File: src/hdl/srf_pkg.sv
// srf_pkg: shared constants for the substring removal filter.
// No dependencies; used by srf_front, srf_back and the top module (srf_fifo does not use it).
`default_nettype none
package srf_pkg;

    // default longest pattern (window depth)
    localparam int MAX_PATTERN_DEF = 8;

    // command queue depth between front and back
    localparam int CMD_FIFO_DEPTH = 4;

    // register widths
    localparam int PAT_BYTES_W = 64;
    localparam int PAT_LEN_W   = 4;
    localparam int CHAR_W      = 8;

    // APB port
    localparam int APB_ADDR_W = 4;
    localparam int APB_DATA_W = 64;

    // register index, taken from paddr[3] (8-byte stride)
    localparam logic REG_PATTERN_BYTES  = 1'b0;
    localparam logic REG_PATTERN_LENGTH = 1'b1;

endpackage
`default_nettype wire

File: src/hdl/srf_fifo.sv
// srf_fifo: small ring-buffer queue holding commands from front to back.
// Depends on nothing but its parameters.
`default_nettype none
module srf_fifo #(
    parameter int WIDTH = 8,
    parameter int DEPTH = 4
) (
    input  wire logic             i_clk,
    input  wire logic             i_rst_n,
    input  wire logic             i_push,
    input  wire logic [WIDTH-1:0] i_data,
    input  wire logic             i_pop,
    output logic      [WIDTH-1:0] o_data,
    output logic                  o_full,
    output logic                  o_empty
);
    localparam int PW = (DEPTH > 1) ? $clog2(DEPTH) : 1;
    localparam int CW = $clog2(DEPTH + 1);

    logic [DEPTH-1:0][WIDTH-1:0] r_mem;
    logic [PW-1:0]               r_wr_ptr, n_wr_ptr;
    logic [PW-1:0]               r_rd_ptr, n_rd_ptr;
    logic [CW-1:0]               r_count, n_count;
    logic                        do_push, do_pop;

    assign o_full  = (r_count == CW'(DEPTH));
    assign o_empty = (r_count == '0);
    assign do_push = i_push && !o_full;
    assign do_pop  = i_pop && !o_empty;
    assign o_data  = r_mem[r_rd_ptr];

    always_comb begin
        n_wr_ptr = r_wr_ptr;
        n_rd_ptr = r_rd_ptr;
        n_count  = r_count;
        if (do_push) begin
            n_wr_ptr = (r_wr_ptr == PW'(DEPTH - 1)) ? '0 : r_wr_ptr + 1'b1;
        end
        if (do_pop) begin
            n_rd_ptr = (r_rd_ptr == PW'(DEPTH - 1)) ? '0 : r_rd_ptr + 1'b1;
        end
        if (do_push && !do_pop) begin
            n_count = r_count + 1'b1;
        end else if (do_pop && !do_push) begin
            n_count = r_count - 1'b1;
        end
    end

    always_ff @(posedge i_clk) begin
        if (!i_rst_n) begin
            r_wr_ptr <= '0;
            r_rd_ptr <= '0;
            r_count  <= '0;
        end else begin
            r_wr_ptr <= n_wr_ptr;
            r_rd_ptr <= n_rd_ptr;
            r_count  <= n_count;
        end
    end

    always_ff @(posedge i_clk) begin
        if (do_push) begin
            r_mem[r_wr_ptr] <= i_data;
        end
    end

endmodule
`default_nettype wire

File: src/hdl/srf_front.sv
// srf_front: character window, pattern compare and command generation.
// Depends on srf_pkg.
`default_nettype none
module srf_front #(
    parameter int MAX_PATTERN = srf_pkg::MAX_PATTERN_DEF,
    localparam int CW = $clog2(MAX_PATTERN + 1)
) (
    input  wire logic                                     i_clk,
    input  wire logic                                     i_rst_n,
    input  wire logic [srf_pkg::PAT_BYTES_W-1:0]          i_pattern_bytes,
    input  wire logic [srf_pkg::PAT_LEN_W-1:0]            i_pattern_length,
    input  wire logic                                     i_cfg_clear,
    input  wire logic                                     i_accept,
    input  wire logic [srf_pkg::CHAR_W-1:0]               i_text_char,
    input  wire logic                                     i_char_present,
    input  wire logic                                     i_text_end,
    output logic                                          o_cmd_push,
    output logic [MAX_PATTERN-1:0][srf_pkg::CHAR_W-1:0]   o_cmd_chars,
    output logic [CW-1:0]                                 o_cmd_n,
    output logic                                          o_cmd_end
);
    logic [MAX_PATTERN-1:0][srf_pkg::CHAR_W-1:0] r_win, n_win;
    logic [CW-1:0]                               r_count, n_count;
    logic [MAX_PATTERN-1:0][srf_pkg::CHAR_W-1:0] w_ins;
    logic [CW-1:0]                               cnt_ins;
    logic [CW-1:0]                               eff_len;
    logic                                        win_full;
    logic                                        mismatch;

    // clamp length to window depth
    assign eff_len = (i_pattern_length > srf_pkg::PAT_LEN_W'(MAX_PATTERN))
                     ? CW'(MAX_PATTERN) : i_pattern_length[CW-1:0];

    always_comb begin
        w_ins = r_win;
        for (int i = 0; i < MAX_PATTERN; i++) begin
            if (i_char_present && r_count == CW'(i)) begin
                w_ins[i] = i_text_char;
            end
        end
        cnt_ins  = i_char_present ? r_count + 1'b1 : r_count;
        win_full = i_char_present && (eff_len != '0) && (cnt_ins == eff_len);

        mismatch = 1'b0;
        for (int i = 0; i < MAX_PATTERN; i++) begin
            if (CW'(i) < eff_len && w_ins[i] != i_pattern_bytes[8*i +: 8]) begin
                mismatch = 1'b1;
            end
        end

        o_cmd_chars = w_ins;
        o_cmd_end   = i_text_end;
        n_win       = w_ins;
        n_count     = cnt_ins;
        if (i_char_present && eff_len == '0) begin
            // empty pattern: pass through
            o_cmd_chars[0] = i_text_char;
            o_cmd_n        = CW'(1);
            n_count        = '0;
        end else if (win_full && !mismatch) begin
            // match: drop the window
            o_cmd_n = '0;
            n_count = '0;
        end else if (win_full) begin
            // emit oldest; on end, the whole window goes out in order
            o_cmd_n = i_text_end ? cnt_ins : CW'(1);
            for (int i = 0; i < MAX_PATTERN - 1; i++) begin
                n_win[i] = w_ins[i+1];
            end
            n_count = cnt_ins - 1'b1;
        end else begin
            o_cmd_n = i_text_end ? cnt_ins : '0;
        end
        if (i_text_end) begin
            n_count = '0;
        end
        o_cmd_push = i_accept && (o_cmd_n != '0 || i_text_end);
    end

    always_ff @(posedge i_clk) begin
        if (!i_rst_n) begin
            r_count <= '0;
        end else if (i_cfg_clear) begin
            r_count <= '0;
        end else if (i_accept) begin
            r_count <= n_count;
        end
    end

    always_ff @(posedge i_clk) begin
        if (i_accept) begin
            r_win <= n_win;
        end
    end

endmodule
`default_nettype wire

File: src/hdl/srf_back.sv
// srf_back: expands queued commands into result beats in the output register, one per
// cycle while that register is empty or being popped. Depends on srf_pkg.
`default_nettype none
module srf_back #(
    parameter int MAX_PATTERN = srf_pkg::MAX_PATTERN_DEF,
    localparam int CW = $clog2(MAX_PATTERN + 1)
) (
    input  wire logic                                     i_clk,
    input  wire logic                                     i_rst_n,
    input  wire logic                                     i_cmd_valid,
    input  wire logic [MAX_PATTERN-1:0][srf_pkg::CHAR_W-1:0] i_cmd_chars,
    input  wire logic [CW-1:0]                            i_cmd_n,
    input  wire logic                                     i_cmd_end,
    output logic                                          o_cmd_pop,
    input  wire logic                                     i_pop,
    output logic                                          o_empty,
    output logic [srf_pkg::CHAR_W-1:0]                    o_kept_char,
    output logic                                          o_kept_present,
    output logic                                          o_result_end
);
    logic                         r_out_valid;
    logic [srf_pkg::CHAR_W-1:0]   r_kept_char, n_kept_char;
    logic                         r_kept_present, n_kept_present;
    logic                         r_result_end, n_result_end;
    logic [CW-1:0]                r_idx, n_idx;
    logic                         advance;
    logic                         last_beat;
    logic [srf_pkg::CHAR_W-1:0]   sel_char;

    assign o_empty        = !r_out_valid;
    assign o_kept_char    = r_kept_char;
    assign o_kept_present = r_kept_present;
    assign o_result_end   = r_result_end;

    assign advance = i_cmd_valid && (!r_out_valid || i_pop);

    always_comb begin
        sel_char = '0;
        for (int i = 0; i < MAX_PATTERN; i++) begin
            if (r_idx == CW'(i)) begin
                sel_char = i_cmd_chars[i];
            end
        end
        last_beat = (i_cmd_n == '0) || (r_idx == i_cmd_n - 1'b1);
        if (i_cmd_n == '0) begin
            // bare end marker
            n_kept_char    = '0;
            n_kept_present = 1'b0;
            n_result_end   = 1'b1;
        end else begin
            n_kept_char    = sel_char;
            n_kept_present = 1'b1;
            n_result_end   = i_cmd_end && last_beat;
        end
        n_idx     = r_idx;
        o_cmd_pop = 1'b0;
        if (advance) begin
            if (last_beat) begin
                n_idx     = '0;
                o_cmd_pop = 1'b1;
            end else begin
                n_idx = r_idx + 1'b1;
            end
        end
    end

    always_ff @(posedge i_clk) begin
        if (!i_rst_n) begin
            r_out_valid <= 1'b0;
            r_idx       <= '0;
        end else begin
            r_idx <= n_idx;
            if (advance) begin
                r_out_valid <= 1'b1;
            end else if (i_pop) begin
                r_out_valid <= 1'b0;
            end
        end
    end

    always_ff @(posedge i_clk) begin
        if (advance) begin
            r_kept_char    <= n_kept_char;
            r_kept_present <= n_kept_present;
            r_result_end   <= n_result_end;
        end
    end

endmodule
`default_nettype wire

File: src/hdl/substring_removal_filter_top.sv
// substring_removal_filter_top: streaming removal of a configured pattern.
// With the back end idle, an accepted item's command is written to the command queue, then
//   the back end moves its first result beat into the output register. Throughput: one item
//   per cycle; an end item flushing n characters (n up to MAX_PATTERN) holds the back end for
//   its n beats while the 4-deep queue takes three more commands, then full stalls the input.
// Reset (i_rst_n, sync, active low): pattern registers zero, window and queues empty.
`default_nettype none
module substring_removal_filter_top #(
    parameter int MAX_PATTERN = srf_pkg::MAX_PATTERN_DEF
) (
    input  wire logic                            i_clk,
    input  wire logic                            i_rst_n,
    // APB config port
    input  wire logic                            psel,
    input  wire logic                            penable,
    input  wire logic                            pwrite,
    input  wire logic [srf_pkg::APB_ADDR_W-1:0]  paddr,
    input  wire logic [srf_pkg::APB_DATA_W-1:0]  pwdata,
    output logic      [srf_pkg::APB_DATA_W-1:0]  prdata,
    output logic                                 pready,
    // input queue side
    input  wire logic                            push,
    output logic                                 full,
    input  wire logic [srf_pkg::CHAR_W-1:0]      i_text_char,
    input  wire logic                            i_char_present,
    input  wire logic                            i_text_end,
    // result queue side
    output logic                                 empty,
    input  wire logic                            pop,
    output logic      [srf_pkg::CHAR_W-1:0]      o_kept_char,
    output logic                                 o_kept_present,
    output logic                                 o_result_end
);
    localparam int CW     = $clog2(MAX_PATTERN + 1);
    localparam int CMD_W  = MAX_PATTERN * srf_pkg::CHAR_W + CW + 1;

    // configuration registers
    logic [srf_pkg::PAT_BYTES_W-1:0] r_pattern_bytes;
    logic [srf_pkg::PAT_LEN_W-1:0]   r_pattern_length;
    logic                            cfg_wr;

    // front -> queue
    logic                                        accept;
    logic                                        cmd_push;
    logic [MAX_PATTERN-1:0][srf_pkg::CHAR_W-1:0] cmd_chars;
    logic [CW-1:0]                               cmd_n;
    logic                                        cmd_end;

    // queue -> back
    logic [CMD_W-1:0]                            q_data;
    logic                                        q_full, q_empty, q_pop;
    logic [MAX_PATTERN-1:0][srf_pkg::CHAR_W-1:0] hd_chars;
    logic [CW-1:0]                               hd_n;
    logic                                        hd_end;

    // ------------------------------------------------------------------
    // APB: always ready, register index is paddr[3] (8-byte stride).
    // Any register write also empties the window.
    // ------------------------------------------------------------------
    assign pready = 1'b1;
    assign cfg_wr = psel && penable && pwrite;

    always_ff @(posedge i_clk) begin
        if (!i_rst_n) begin
            r_pattern_bytes  <= '0;
            r_pattern_length <= '0;
        end else if (cfg_wr) begin
            unique case (paddr[3])
                srf_pkg::REG_PATTERN_BYTES:  r_pattern_bytes  <= pwdata;
                srf_pkg::REG_PATTERN_LENGTH:
                    r_pattern_length <= pwdata[srf_pkg::PAT_LEN_W-1:0];
                default: ;
            endcase
        end
    end

    always_comb begin
        unique case (paddr[3])
            srf_pkg::REG_PATTERN_BYTES:  prdata = r_pattern_bytes;
            srf_pkg::REG_PATTERN_LENGTH:
                prdata = srf_pkg::APB_DATA_W'(r_pattern_length);
            default: prdata = '0;
        endcase
    end

    // ------------------------------------------------------------------
    // Front: every accepted beat updates the window; beats that yield
    // output (or end the text) post one command to the queue.
    // ------------------------------------------------------------------
    assign full   = q_full;
    assign accept = push && !q_full;

    srf_front #(
        .MAX_PATTERN (MAX_PATTERN)
    ) u_front (
        .i_clk            (i_clk),
        .i_rst_n          (i_rst_n),
        .i_pattern_bytes  (r_pattern_bytes),
        .i_pattern_length (r_pattern_length),
        .i_cfg_clear      (cfg_wr),
        .i_accept         (accept),
        .i_text_char      (i_text_char),
        .i_char_present   (i_char_present),
        .i_text_end       (i_text_end),
        .o_cmd_push       (cmd_push),
        .o_cmd_chars      (cmd_chars),
        .o_cmd_n          (cmd_n),
        .o_cmd_end        (cmd_end)
    );

    // command queue decouples front from the flush expander
    srf_fifo #(
        .WIDTH (CMD_W),
        .DEPTH (srf_pkg::CMD_FIFO_DEPTH)
    ) u_cmd_q (
        .i_clk   (i_clk),
        .i_rst_n (i_rst_n),
        .i_push  (cmd_push),
        .i_data  ({cmd_end, cmd_n, cmd_chars}),
        .i_pop   (q_pop),
        .o_data  (q_data),
        .o_full  (q_full),
        .o_empty (q_empty)
    );

    assign {hd_end, hd_n, hd_chars} = q_data;

    // ------------------------------------------------------------------
    // Back: one result beat per cycle into the output register while it is empty or popped.
    // ------------------------------------------------------------------
    srf_back #(
        .MAX_PATTERN (MAX_PATTERN)
    ) u_back (
        .i_clk          (i_clk),
        .i_rst_n        (i_rst_n),
        .i_cmd_valid    (!q_empty),
        .i_cmd_chars    (hd_chars),
        .i_cmd_n        (hd_n),
        .i_cmd_end      (hd_end),
        .o_cmd_pop      (q_pop),
        .i_pop          (pop),
        .o_empty        (empty),
        .o_kept_char    (o_kept_char),
        .o_kept_present (o_kept_present),
        .o_result_end   (o_result_end)
    );

endmodule
`default_nettype wire
File: config.mk
export PLATFORM = sky130hd
export DESIGN_NAME = substring_removal_filter_top
export DESIGN_NICKNAME = d
export VERILOG_FILES = /design/src/hdl/srf_pkg.sv /design/src/hdl/srf_fifo.sv /design/src/hdl/srf_front.sv /design/src/hdl/srf_back.sv /design/src/hdl/substring_removal_filter_top.sv
export SDC_FILE = /design/constraint.sdc
export NUM_CORES = 1
export LEC_CHECK = 0
export CORE_AREA = 2 2 193 195
export CTS_CLUSTER_SIZE = 24
export DETAILED_ROUTE_END_ITERATION = 7
export DIE_AREA = 0 0 195 197
export DONT_BUFFER_PORTS = 1
export PLACE_DENSITY = 0.82
export SETUP_SLACK_MARGIN = 0.2
export SLEW_MARGIN = 40
export SYNTH_ARGS = -nofsm -noshare
export SYNTH_HDL_FRONTEND = slang
export SYNTH_HIERARCHICAL = 1
export SYNTH_SLANG_ARGS = --single-unit
File: constraint.sdc
create_clock -name i_clk -period 13.2 [get_ports i_clk]
set_input_delay 1.32 -clock i_clk [delete_from_list [all_inputs] [get_ports i_clk]]
set_output_delay 1.32 -clock i_clk [all_outputs]
set_load 0.005 [all_outputs]
==> impl_summary.md <==
Placement
The routability congestion estimate from global placement is roughly 0.9. Summed over all nets, the half-perimeter wirelength after detailed placement is between 30000 and 40000 µm. The placed cell area is between 20000 and 25000 µm². Input and output buffers added on the ports amount to 0. The worst slack at placement is 7.44 ns.

Clock tree
The number of clock sinks seen by CTS is 434. In this run the post-CTS setup repair buffer count came out at 0. In this run, post-CTS repair resized a total of 0 instances. The post-cts hold buffer count is 0.

The H-tree depth is 2. The CTS tree is yes. The clock tree buffer depth is 3. The later pin in the worst-skew pair is clocked with a latency of 0.55 ns. After clock tree synthesis, the clock-pin slew on the worst setup and hold paths is 0.06 ns.

The TritonCTS buffer count is 43. The master cell of the clock root buffer is clkbuf_16.

Global route
The first-pass GRT wire length is between 70000 and 80000 µm. Global routing used between 20% and 30% of the available tracks. The global-route congestion overflow total is 0. Entering global routing, the biggest net connects around 150 pins. The initial antenna violation count is 0. The via count of the first global-routing pass is between 10000 and 15000.

Final layout
The diode insertion count for antenna repair is 0. Of the cells placed in the final design, the portion with a size suffix greater than 1 is approximately 12%. The final layout contains approximately 1600 nets. After routing the design area is between 20000 and 25000 µm². The area growth from synthesis to layout is 6.98%.

Flow run
Across the run, the number of max-cap violations was 0.

STA
The final total negative setup slack is 0 ns. The worst setup skew after layout is around 0.027 ns. The timing-limited maximum frequency is roughly 0.19 GHz.

In the post-route analysis, the smallest setup slack over all paths is ~8 ns. The number of hold violations in the final report is 0. The max-slew violation count is 0. Hold timing on the final database bottoms out at a slack of slightly below 0.5 ns. The slew at the pin closest to its max-slew limit is between 0.8 and 0.9 ns. The number of endpoints failing setup at the final stage is 0. The post-route fraction of the period consumed by the critical path is roughly two fifths. Setup repair after global routing left no endpoint under its margin.

Counting I/O delays and the setup requirement, the final critical path takes between 5 and 6 ns. The worst slew slack as a fraction of its limit is around 43%.

Yosys
After Yosys synthesis, and, or, nand and nor cells account for about a tenth of the synthesized area. The synthesized area per cell is around 13 µm². The number of unique standard cell types used by synthesis is 78. Among all flip-flop cells after synthesis, the most frequent one is edfxtp_1. For this run, the number of Yosys warnings is 6. The number of enable-type register cells in the synthesized netlist is 350. The portion of the post-synthesis area used by sequential elements is 58.7%.

The async set or reset register ratio after synthesis is 0%. The compound-cell area share of the yosys netlist is 5.60%. Of the total synthesized cell area, the portion taken by full adders, half adders and majority gates is under 10%. The main combinational cell family by area after synthesis is multiplexers. The post-synthesis xor/xnor area fraction is around 3.6%. The cell count after synthesis came out at between 1500 and 2000. The mapped netlist covers slightly above 20000 µm².

The proportion of synthesized area in mux cells is between 10% and 20%. Synthesis inferred around 430 register bits. The synthesized net count is between 1500 and 2000.

Power and ir drop
The analysis attributes to cell leakage a power of approximately 7.4 nW. VDD sags by at most 0.0914 mV. The sum of internal, switching and leakage power is 3.74 mW.

The power density of the placed cells is roughly 170 nW/µm².

Routing
The routed layout has around 13000 vias. Using the TritonRoute via totals, the vias-per-cell ratio works out to roughly 6.3. Dividing the detail-routed wire length by the instance count gives 24.1 µm. The number of DRC markers in iteration 0 is 1518. The count of nets left with antenna violations after detail routing is 0.

The iteration count of the initial detailed-routing pass is 6. Wires add up to between 40000 and 50000 µm. The DRC violation count after routing is 0.

Floorplanning
The floorplan die area is approximately 38000 µm². The number of top-level design ports is 162. The number of rows in the core area is 70. The initial utilization of the core area, before any placement, comes to a little under three fifths.

The vertical extent of the die is 197 µm. The total area inside the core boundary comes to 36300 µm². The die outline width is roughly 200 µm.

Outcome
The run finished with clean final reports.

Critical path
The critical path endpoint category is a flip-flop. The kind of critical path is primary input to flip-flop. The worst setup path is launched from a primary input. The arrival time at the worst endpoint is 5.66 ns. The required arrival time at the worst endpoint is around 14 ns. In this run the worst path has a maximum fanout of 17.

Min path
The path category of the worst min-delay check is flip-flop to flip-flop.
-- final cells by class --
| class | count | area [µm²] |
|---|---|---|
| multi-input combinational | 912 | 7540 |
| inverter | 100 | 375 |
| fill | 2738 | 14100 |
| tap | 468 | 586 |
| timing repair buffer | 14 | 131 |
| sequential | 434 | 12200 |
| clock buffer | 49 | 1140 |
| clock inverter | 28 | 234 |
-- worst max-delay path, stage by stage --
cell and delay, ns:
nand4b_1 0.66, a21oi_1 0.46, inv_1 0.21, a221oi_1 0.35, nand4_1 0.25, a2111oi_4 0.61, nor2_4 0.05, o31a_1 0.35
nor2b_1 0.25, ha_1 0.32, inv_1 0.08, fa_1 0.17, xor2_1 0.09, or3_1 0.30, a21boi_0 0.18
-- layer usage --
layer | up-vias | track usage [%] | routed length (µm)
met5 | - | 0 | 0
met4 | 0 | 10.1 | 1830
met3 | 117 | 4.23 | 4360
met2 | 718 | 38.6 | 22000
met1 | 6277 | 35.9 | 20100
li1 | 5608 | - | -
-- path summary, 6_finish.rpt --
check	start	endpoint	slack, ns	cells after the start
setup / recovery	i_char_present	u_cmd_q/r_count[2]	8.01	15
hold / removal	r_pattern_bytes[56]	r_pattern_bytes[56]	0.48	2
setup reg to reg	u_front/r_count[0]	u_cmd_q/r_count[2]	8.03	16
hold reg to reg	r_pattern_bytes[56]	r_pattern_bytes[56]	0.48	2
-- flip-flops by register name (all words and copies together) (netlist names) --
signal / flops
u_back/o_kept_char: 8
u_back/o_result_end: 1
u_cmd_q/r_count: 3
u_back/r_out_valid: 1
u_cmd_q/r_wr_ptr: 2
r_pattern_bytes: 64
u_cmd_q/r_mem: 276
u_front/r_win: 64
r_pattern_length: 4
u_front/r_count: 4
u_back/o_kept_present: 1
u_cmd_q/r_rd_ptr: 2
u_back/r_idx: 4
-- metrics by stage --
stage,utilization [%],cells
final,61.2,2005
after global placement,57.3,1927
after global routing,61.2,2005
after CTS,61.2,2004
after floorplan,-,1551
after detailed placement,57.4,1927
-- report_power, final --
| part | leakage, nW | internal [mW] | switching (mW) |
|---|---|---|---|
| combinational | 2.78 | 0.258 | 0.439 |
| clock | 0.647 | 0.681 | 0.518 |
| sequential | 3.92 | 1.75 | 0.0976 |
-- cell usage in the layout, fill, tap and decap left out, drive strengths merged, types with 15 or more instances in the layout --
cell and n:
edfxtp 350, nand2 184, mux2i 162, inv 100, dfxtp 84, nor2b 75
mux4 69, xnor2 52, clkbuf 49, nor2 41, a21oi 36, xor2 33
o21ai 20, nand3 17, ha 17, clkinv 17, nand2b 15
-- synthesized netlist by cell type (13+ instances only) --
library cell  instances  share of area (%)
nor2_1               39               0.71
o21ai_0              18               0.43
clkbuf_1             30               0.54
inv_1                99                1.8
buf_2                40               0.96
nand2_1             184                3.3
a21oi_1              36               0.87
xnor2_1              52                2.2
xor2_1               33                1.4
buf_4                13               0.47
nor2b_1              75                2.3
nand3_1              17               0.41
mux2i_1             162                7.8
nand2b_1             14               0.42
mux4_2               68                7.4
edfxtp_1            350                 51
nand4_1              13               0.39
dfxtp_1              84                8.1
ha_1                 17                1.0
-- logic make-up after synthesis --
group | after synthesis
AOI/OAI and AO/OA | 158
other | 1
muxes | 240
DFF | 434
buffers and inverters | 205
adders and majority gates | 18
and+or+nand+nor | 410
xor gates and xnor gates | 85
No activity file was read; power rests on OpenSTA's default activity.
